[src/hw/rtl/csp_pkg.sv]
// Shared types and constants of the call stack profiler.
// Used by csp_ftab, csp_dpath, csp_ctrl and call_stack_profiler; depends on nothing.
package csp_pkg;

  localparam int TIME_W   = 64;
  localparam int COUNT_W  = 32;
  localparam int NEST_W   = 7;
  localparam int LEVEL_W  = 7;
  localparam int FID_W    = 8;
  localparam int OVH_W    = 16;
  localparam int CFG_IDX_W = 8;

  // Register indexes of the configuration port
  localparam logic [CFG_IDX_W-1:0] CFG_ENABLE   = 8'd0;
  localparam logic [CFG_IDX_W-1:0] CFG_OVERHEAD = 8'd1;

  // Result tdata layout
  localparam int OUT_TDATA_W = 184;
  localparam int OUT_INC_BIT = 182;

  typedef enum logic [1:0] {
    CMD_ENTER = 2'd0,
    CMD_EXIT  = 2'd1,
    CMD_QUERY = 2'd2
  } cmd_e;

  typedef enum logic [1:0] {
    ST_DONE     = 2'd0,
    ST_IGNORED  = 2'd1,
    ST_OVERFLOW = 2'd2
  } status_e;

  // Which function record a table read addresses
  typedef enum logic [1:0] {
    SEL_FID  = 2'd0,
    SEL_TOP  = 2'd1,
    SEL_ZERO = 2'd2
  } fn_sel_e;

  typedef enum logic [3:0] {
    S_CLEAR,
    S_IDLE,
    S_RD_TOP,
    S_DIFF_S,
    S_CHG_S,
    S_T_WR,
    S_RD_FN,
    S_FN_UPD,
    S_ACCS,
    S_DIFF_O,
    S_CHG_O,
    S_X_WR,
    S_X_NT
  } state_e;

  typedef struct packed {
    logic [TIME_W-1:0]  self_time;
    logic [TIME_W-1:0]  incl_time;
    logic [TIME_W-1:0]  start;
    logic [TIME_W-1:0]  outer;
    logic [COUNT_W-1:0] count;
    logic [NEST_W-1:0]  nest;
  } rec_t;

  typedef struct packed {
    logic self_time;
    logic incl_time;
    logic start;
    logic outer;
    logic count;
    logic nest;
  } rec_we_t;

  // Controller to datapath
  typedef struct packed {
    logic    accept;
    logic    clr_wr;
    logic    rd_issue;
    fn_sel_e rd_sel;
    logic    diff;
    logic    diff_outer;
    logic    chg;
    logic    accs;
    logic    top_wr;
    logic    fn_push;
    logic    fn_ovf;
    logic    fn_emit;
    status_e emit_status;
    logic    x_wr;
    logic    x_nt;
  } ctl_cmd_t;

  // Datapath to controller
  typedef struct packed {
    logic enable;
    logic sp_zero;
    logic sp_full;
    logic sp_ge2;
    logic out_free;
    logic clr_last;
  } dp_stat_t;

endpackage

[src/hw/rtl/csp_ctrl.sv]
// Controller: sequences the clearing pass and each event through the datapath.
// Uses csp_pkg for states, codes and the command/status structs.
module csp_ctrl (
  input  logic              clk_i,
  input  logic              rst_ni,
  input  logic              in_valid_i,
  input  logic [1:0]        in_cmd_i,
  output logic              in_ready_o,
  input  csp_pkg::dp_stat_t stat_i,
  output csp_pkg::ctl_cmd_t cmd_o
);

  csp_pkg::state_e  state_q, state_d;
  csp_pkg::fn_sel_e sel_q, sel_d;
  csp_pkg::status_e est_q, est_d;
  logic             exit_q, exit_d;
  logic             plain_q, plain_d;
  logic             ovf_q, ovf_d;

  always_ff @(posedge clk_i or negedge rst_ni) begin
    if (!rst_ni) begin
      state_q <= csp_pkg::S_CLEAR;
      sel_q   <= csp_pkg::SEL_FID;
      est_q   <= csp_pkg::ST_DONE;
      exit_q  <= 1'b0;
      plain_q <= 1'b0;
      ovf_q   <= 1'b0;
    end else begin
      state_q <= state_d;
      sel_q   <= sel_d;
      est_q   <= est_d;
      exit_q  <= exit_d;
      plain_q <= plain_d;
      ovf_q   <= ovf_d;
    end
  end

  always_comb begin
    state_d     = state_q;
    sel_d       = sel_q;
    est_d       = est_q;
    exit_d      = exit_q;
    plain_d     = plain_q;
    ovf_d       = ovf_q;
    cmd_o       = '0;
    cmd_o.rd_sel = sel_q;
    cmd_o.emit_status = est_q;
    in_ready_o  = 1'b0;
    unique case (state_q)
      csp_pkg::S_CLEAR: begin
        cmd_o.clr_wr = 1'b1;
        if (stat_i.clr_last) state_d = csp_pkg::S_IDLE;
      end
      csp_pkg::S_IDLE: begin
        in_ready_o = 1'b1;
        if (in_valid_i) begin
          cmd_o.accept = 1'b1;
          exit_d  = 1'b0;
          plain_d = 1'b1;
          ovf_d   = 1'b0;
          sel_d   = csp_pkg::SEL_FID;
          est_d   = csp_pkg::ST_IGNORED;
          state_d = csp_pkg::S_RD_FN;
          unique case (csp_pkg::cmd_e'(in_cmd_i))
            csp_pkg::CMD_ENTER: begin
              if (stat_i.enable) begin
                plain_d = 1'b0;
                ovf_d   = stat_i.sp_full;
                state_d = stat_i.sp_zero ? csp_pkg::S_RD_FN : csp_pkg::S_RD_TOP;
              end
            end
            csp_pkg::CMD_EXIT: begin
              if (stat_i.sp_zero) begin
                sel_d = csp_pkg::SEL_ZERO;
              end else if (!stat_i.enable) begin
                sel_d = csp_pkg::SEL_TOP;
              end else begin
                exit_d  = 1'b1;
                plain_d = 1'b0;
                state_d = csp_pkg::S_RD_TOP;
              end
            end
            csp_pkg::CMD_QUERY: est_d = csp_pkg::ST_DONE;
            default: est_d = csp_pkg::ST_IGNORED;
          endcase
        end
      end
      csp_pkg::S_RD_TOP: begin
        cmd_o.rd_issue = 1'b1;
        cmd_o.rd_sel   = csp_pkg::SEL_TOP;
        state_d        = csp_pkg::S_DIFF_S;
      end
      csp_pkg::S_DIFF_S: begin
        cmd_o.diff = 1'b1;
        state_d    = csp_pkg::S_CHG_S;
      end
      csp_pkg::S_CHG_S: begin
        cmd_o.chg = 1'b1;
        state_d   = exit_q ? csp_pkg::S_ACCS : csp_pkg::S_T_WR;
      end
      csp_pkg::S_T_WR: begin
        cmd_o.top_wr = 1'b1;
        state_d      = csp_pkg::S_RD_FN;
      end
      csp_pkg::S_RD_FN: begin
        cmd_o.rd_issue = 1'b1;
        state_d        = csp_pkg::S_FN_UPD;
      end
      csp_pkg::S_FN_UPD: begin
        // hold until the result register can take the record
        if (stat_i.out_free) begin
          priority if (plain_q) cmd_o.fn_emit = 1'b1;
          else if (ovf_q) cmd_o.fn_ovf = 1'b1;
          else cmd_o.fn_push = 1'b1;
          state_d = csp_pkg::S_IDLE;
        end
      end
      csp_pkg::S_ACCS: begin
        cmd_o.accs = 1'b1;
        state_d    = csp_pkg::S_DIFF_O;
      end
      csp_pkg::S_DIFF_O: begin
        cmd_o.diff       = 1'b1;
        cmd_o.diff_outer = 1'b1;
        state_d          = csp_pkg::S_CHG_O;
      end
      csp_pkg::S_CHG_O: begin
        cmd_o.chg = 1'b1;
        state_d   = csp_pkg::S_X_WR;
      end
      csp_pkg::S_X_WR: begin
        if (stat_i.out_free) begin
          cmd_o.x_wr = 1'b1;
          state_d    = stat_i.sp_ge2 ? csp_pkg::S_X_NT : csp_pkg::S_IDLE;
        end
      end
      csp_pkg::S_X_NT: begin
        cmd_o.x_nt = 1'b1;
        state_d    = csp_pkg::S_IDLE;
      end
      default: state_d = csp_pkg::S_IDLE;
    endcase
  end

endmodule

[config.mk]
export PLATFORM = sky130hd
export DESIGN_NAME = csp_ctrl
export DESIGN_NICKNAME = d
export VERILOG_FILES = /design/src/hw/rtl/csp_pkg.sv /design/src/hw/rtl/csp_ctrl.sv
export SDC_FILE = /design/constraint.sdc
export NUM_CORES = 1
export LEC_CHECK = 0
export BUFFER_PORTS_ARGS = -buffer_cell sky130_fd_sc_hd__buf_2
export CORE_UTILIZATION = 48
export DETAILED_ROUTE_END_ITERATION = 10
export HOLD_SLACK_MARGIN = 0.08
export PLACE_DENSITY = 0.78
export SLEW_MARGIN = 40
export SYNTH_ARGS = -nofsm -noshare
export SYNTH_HDL_FRONTEND = slang
export SYNTH_SLANG_ARGS = --single-unit
[constraint.sdc]
create_clock -name clk_i -period 1.3 [get_ports clk_i]
set_input_delay 0.13 -clock clk_i [delete_from_list [all_inputs] [get_ports clk_i]]
set_output_delay 0.13 -clock clk_i [all_outputs]
set_load 0.03 [all_outputs]
-- Yosys cells after proc, flatten, opt, wreduce, memory -nomap -nowiden
Index checks and enable logic that the tools add are counted.
- bits in registers: 11
- input bits: 11
- output and inout port bits: 18
- word-level logic and storage cells: 75
- equality and inequality tests: 18
- muxes and demuxes: 44
- reduce and logical (&&, ||, !) cells: 7
- operators with widths (kind ; number):
    $pmux 4 s12 ; 1
    $mux 1 ; 25
    $mux 4 ; 6
    $eq 4x4->1 const B ; 5
    $mux 3 ; 6
    $eq 4x3->1 const B ; 4
    $eq 4x2->1 const B ; 2
    $mux 2 ; 4
    $ne 2x2->1 const B ; 4
    $pmux 3 s2 ; 1
    $reduce_or 2->1 ; 3
    $eq 4x1->1 const B ; 1
    $logic_not 4->1 ; 1
    $reduce_and 4->1 ; 1
    $eq 2x1->1 const B ; 1
    $eq 2x2->1 const B ; 1
    $logic_not 2->1 ; 1
    $pmux 1 s2 ; 1
    $reduce_and 2->1 ; 1

-- Longest topological paths before layout
- depth after elaboration: 5
- gate-level depth with buffers: 6
- depth with buffers taken out: 4

-- Least setup slack after synthesis
OpenSTA, ideal clock, no wires.
- path type: register -> register
- from: register state_q[1]
- to: register state_q[0]
- setup time: 0.197 ns
- data arrival time: 1.769 ns
- data required time: 1.103 ns
- slack: -0.667 ns
- cell stages (with the launch flop): 5
- path buffers: 2
- period minus slack after synthesis: 1.967 ns
- path through: dfrtp_1 -> buf_4 -> buf_2 -> nor4_1 -> a32oi_1
- cells in the longest elaborated chain, start to end: 3
- elaborated cells on any way between the ends: 18
- classes of those cells: eq/ne: 15; mux: 1; reduce/logical: 2
- ends and longest elaborated chain (what ; RTL line ; source):
    start, declared ; csp_ctrl.sv:13 ; csp_pkg::state_e state_q, state_d;
    start signal, assigned ; csp_ctrl.sv:22 ; state_q <= csp_pkg::S_CLEAR;
    start signal, assigned ; csp_ctrl.sv:29 ; state_q <= state_d;
    $eq 4x3->1, or another cell as far along ; csp_ctrl.sv:49 ; unique case (state_q)
    $ne 2x2->1 (no source line) ; -- ;
    $reduce_and 4->1 (no source line) ; -- ;
Several ways; a longest one is shown, not always the timed one.
A chain may end at the register's enable or synchronous reset.

==> results.yml <==
run_status:
  status: "finished, violations left"
  violations: "setup timing"
sta:
  hold_slack_ps: 108.3
  hold_viol_final: 0
  fin_crit_sh_pct: 127.8
  finalSetupTns_ps: -6227
  setup_viol: 24
  finalMaxSlewViolations: 0
  finalCriticalPeriod_ps: 1661
  rsz0062_at_grt: "yes"
  finalWorstSetupSlack_ps: -360.9
  fmax_mhz: 602.1
  clock_skew_ps: 4.874
drt:
  ant_nets: 0
  drt_first_pass_iters: 4
  wl_um: 4466
  dr_total_vias: 1188
  drc: 0
  viasPerCell: 7.071
  wl_per_cell_um: 26.58
  drt_iter0_markers: 74
yosys:
  synth.mux.area_fraction_pct: 0
  seq_area_frac_synth_pct: 30.77
  async_reset_ff_share_pct: 100.0
  ys_top_cells_by_count: "dfrtp_1 (10), nand2_1 (9), nor2_1 (8), o21ai_0 (8), nor3_1 (7)"
  ys.flop_type: "dfrtp_1"
  synth_nets: 109
  synth_top_family_by_area: "simple AND/OR/NAND/NOR gates"
  synth_area_um2: 813.3
  synth_simple_gate_area_share_pct: 31.69
  synth_fa_ha_area_share_pct: 0
  syn_area_per_cell_um2: 8.299
  synth_edf_count: 0
  synth_compound_area_share_pct: 24.77
  synthTopCellsByArea: "dfrtp_1 (31%), o21ai_0 (4.9%), nor3_1 (4.3%), nand2_1 (4.2%), buf_6 (4.2%)"
  synthCells: 98
  ys_seq_elements: 10
  synth_xor_area_share_pct: 1.077
  netlist-cell-type-count: 33
  synth_top_area_share_pct: 30.77
  post-synth-top-count-cell: "dfrtp_1"
  yosysTopAreaCell: "dfrtp_1"
  yosysWarningCount: 0
global_route:
  grt_max_degree: 11
  grt_pass1_wl_um: 4788
  grt_overflow: 0
  track_usage_pct: 35.68
  grt_pass1_vias: 1014
  antenna_found_initial: 0
final_layout:
  fin_nets: 164
  drive_above_1_share_pct: 65.13
  num-fill-cells: 28
  num_antenna_cells: 0
  area_delta_synth_final_pct: 83.08
  layoutNonFillerInstCount: 168
die:
  fp-row-count: 14
  dieArea_um2: 1863
  start_util_pct: 52.76
  ios: 29
  die_y_um: 43.16
  dieWidth_um: 43.16
  core_um2: 1541
setup_path:
  r2r_cells: 5
  r2r-start: "state_q[0]"
  critPathSlowestCell: "dfrtp_2"
  crit_fanout: 6
  critPathCaptureType: "output port"
  arrival_ps: 1530
  cp-start-kind: "flop"
  worstSetupPathType: "reg2out"
  reg2reg_to: "state_q[0]"
  max_stage_delay_ps: 470
  crit_start: "state_q[2]"
  reg2reg_slack_ps: -320
  cp.required_ps: 1170
  path_cells: "buf_6 > nor4_4 > buf_4"
clock_network:
  path_clk_slew_ps: 80
  cts_max_path_buffers: 2
  h-tree-depth: 1
  clkLatencyLatePin_ps: 290
  cts_inserted_buffers: 3
  cts_tree: "done"
  cts_sinks: 10
  cts_root_buffer: "clkbuf_4"
placement:
  place_inst: 148
  hpwl_um: 1641
  gp_congestion: 0.7954
  pre_cts_slack_ps: -116.2
  port_buffers: 27
worst_hold_path:
  min_from: "stat_i[4]"
  min_to: "exit_q"
  whs_path_depth: 2
  hp-class: "in2reg"
run:
  maxCapViolCount: 0
pwr:
  vdd_drop_max_mv: 2.189
  leakage_nw: 0.7235
  p_per_area_nw_per_um2: 2648
==> layout make-up <==
class / count / area (um2) / share of cell area [%]
timing repair buffer: 58 / 488.0 / 32.77
clock buffer: 4 / 36.28 / 2.437
inverter: 6 / 22.52 / 1.513
multi-input combinational: 74 / 666.9 / 44.79
sequential: 10 / 255.2 / 17.14
tap: 16 / 20.02 / 1.345
==> power breakdown <==
| part | total (mW) | switching [mW] | internal [mW] |
|---|---|---|---|
| combinational | 2.93 | 1.61 | 1.31 |
| clock | 0.315 | 0.144 | 0.171 |
| sequential | 0.702 | 0.251 | 0.451 |
| total | 3.94 | 2.01 | 1.94 |
==> critical path: cells and delay by family (launching register included) <==
kind,cells,cell delay (ps)
buffers and inverters,2,400
and+or+nand+nor,1,370
DFF,1,470
==> how the worst max path moves through the flow <==
stage | to | depth (start not counted)
after global placement | state_q[2] | 5
after detailed placement | exit_q | 3
after floorplan | cmd_o[0] | 3
after global routing | cmd_o[15] | 3
final | cmd_o[15] | 3
after CTS | cmd_o[5] | 4
==> sequential cells by signal (all words and copies together), names as in the netlist <==
register / count
plain_q: 1
sel_q: 2
ovf_q: 1
est_q: 1
state_q: 4
exit_q: 1
==> what timing repair did <==
action | CTS | global route
hold endpoints to repair | 11 | 0
gates resized for setup | 58 | 14
endpoints found under the setup margin | 25 | 25
hold buffers | 2 | 0
pin swaps | 5 | 12
setup buffers | 9 | 6
==> through the flow <==
step | util, % | area [um2] | total power [mW]
6_report | 96.59 | 1489 | 3.943
5_1_grt | 96.59 | 1489 | 3.998
4_1_cts | 90.75 | 1399 | 3.301
3_5_place_dp | 69.40 | 1070 | 2.351
3_3_place_gp | 69.40 | 1070 | 2.302
2_1_floorplan | - | 870.8 | 1.868
==> logic make-up (layout without fill, tap and decap cells) <==
logic type	after synthesis	count (layout)
flip-flops	10	10
other	1	1
buffers and inverters	14	68
AND/OR/NAND/NOR	46	46
AO/OA/AOI/OAI	26	26
XOR/XNOR	1	1
==> per-layer routing <==
metal  wire length (um)  share of wire, %  track usage, %
met1               1411                32           39.95
met3                608                14           5.957
met4                480                11           22.42
met2               1965                44           61.49
met5                  0                 0               0
==> layout by cell type (no fill, tap or decap), types with 3 or more instances in the layout <==
cell type and n:
nand2b_1 3, nor2_1 6, buf_4 25, a21oi_1 3, nor2_4 3, o41ai_2 3, clkbuf_4 3, inv_1 4
o21ai_0 6, dfrtp_1 6, nor3_1 3, buf_2 11, nor3_4 3, buf_6 20, nand2_1 5, dfrtp_2 4
No activity file was read; power rests on OpenSTA's default activity.
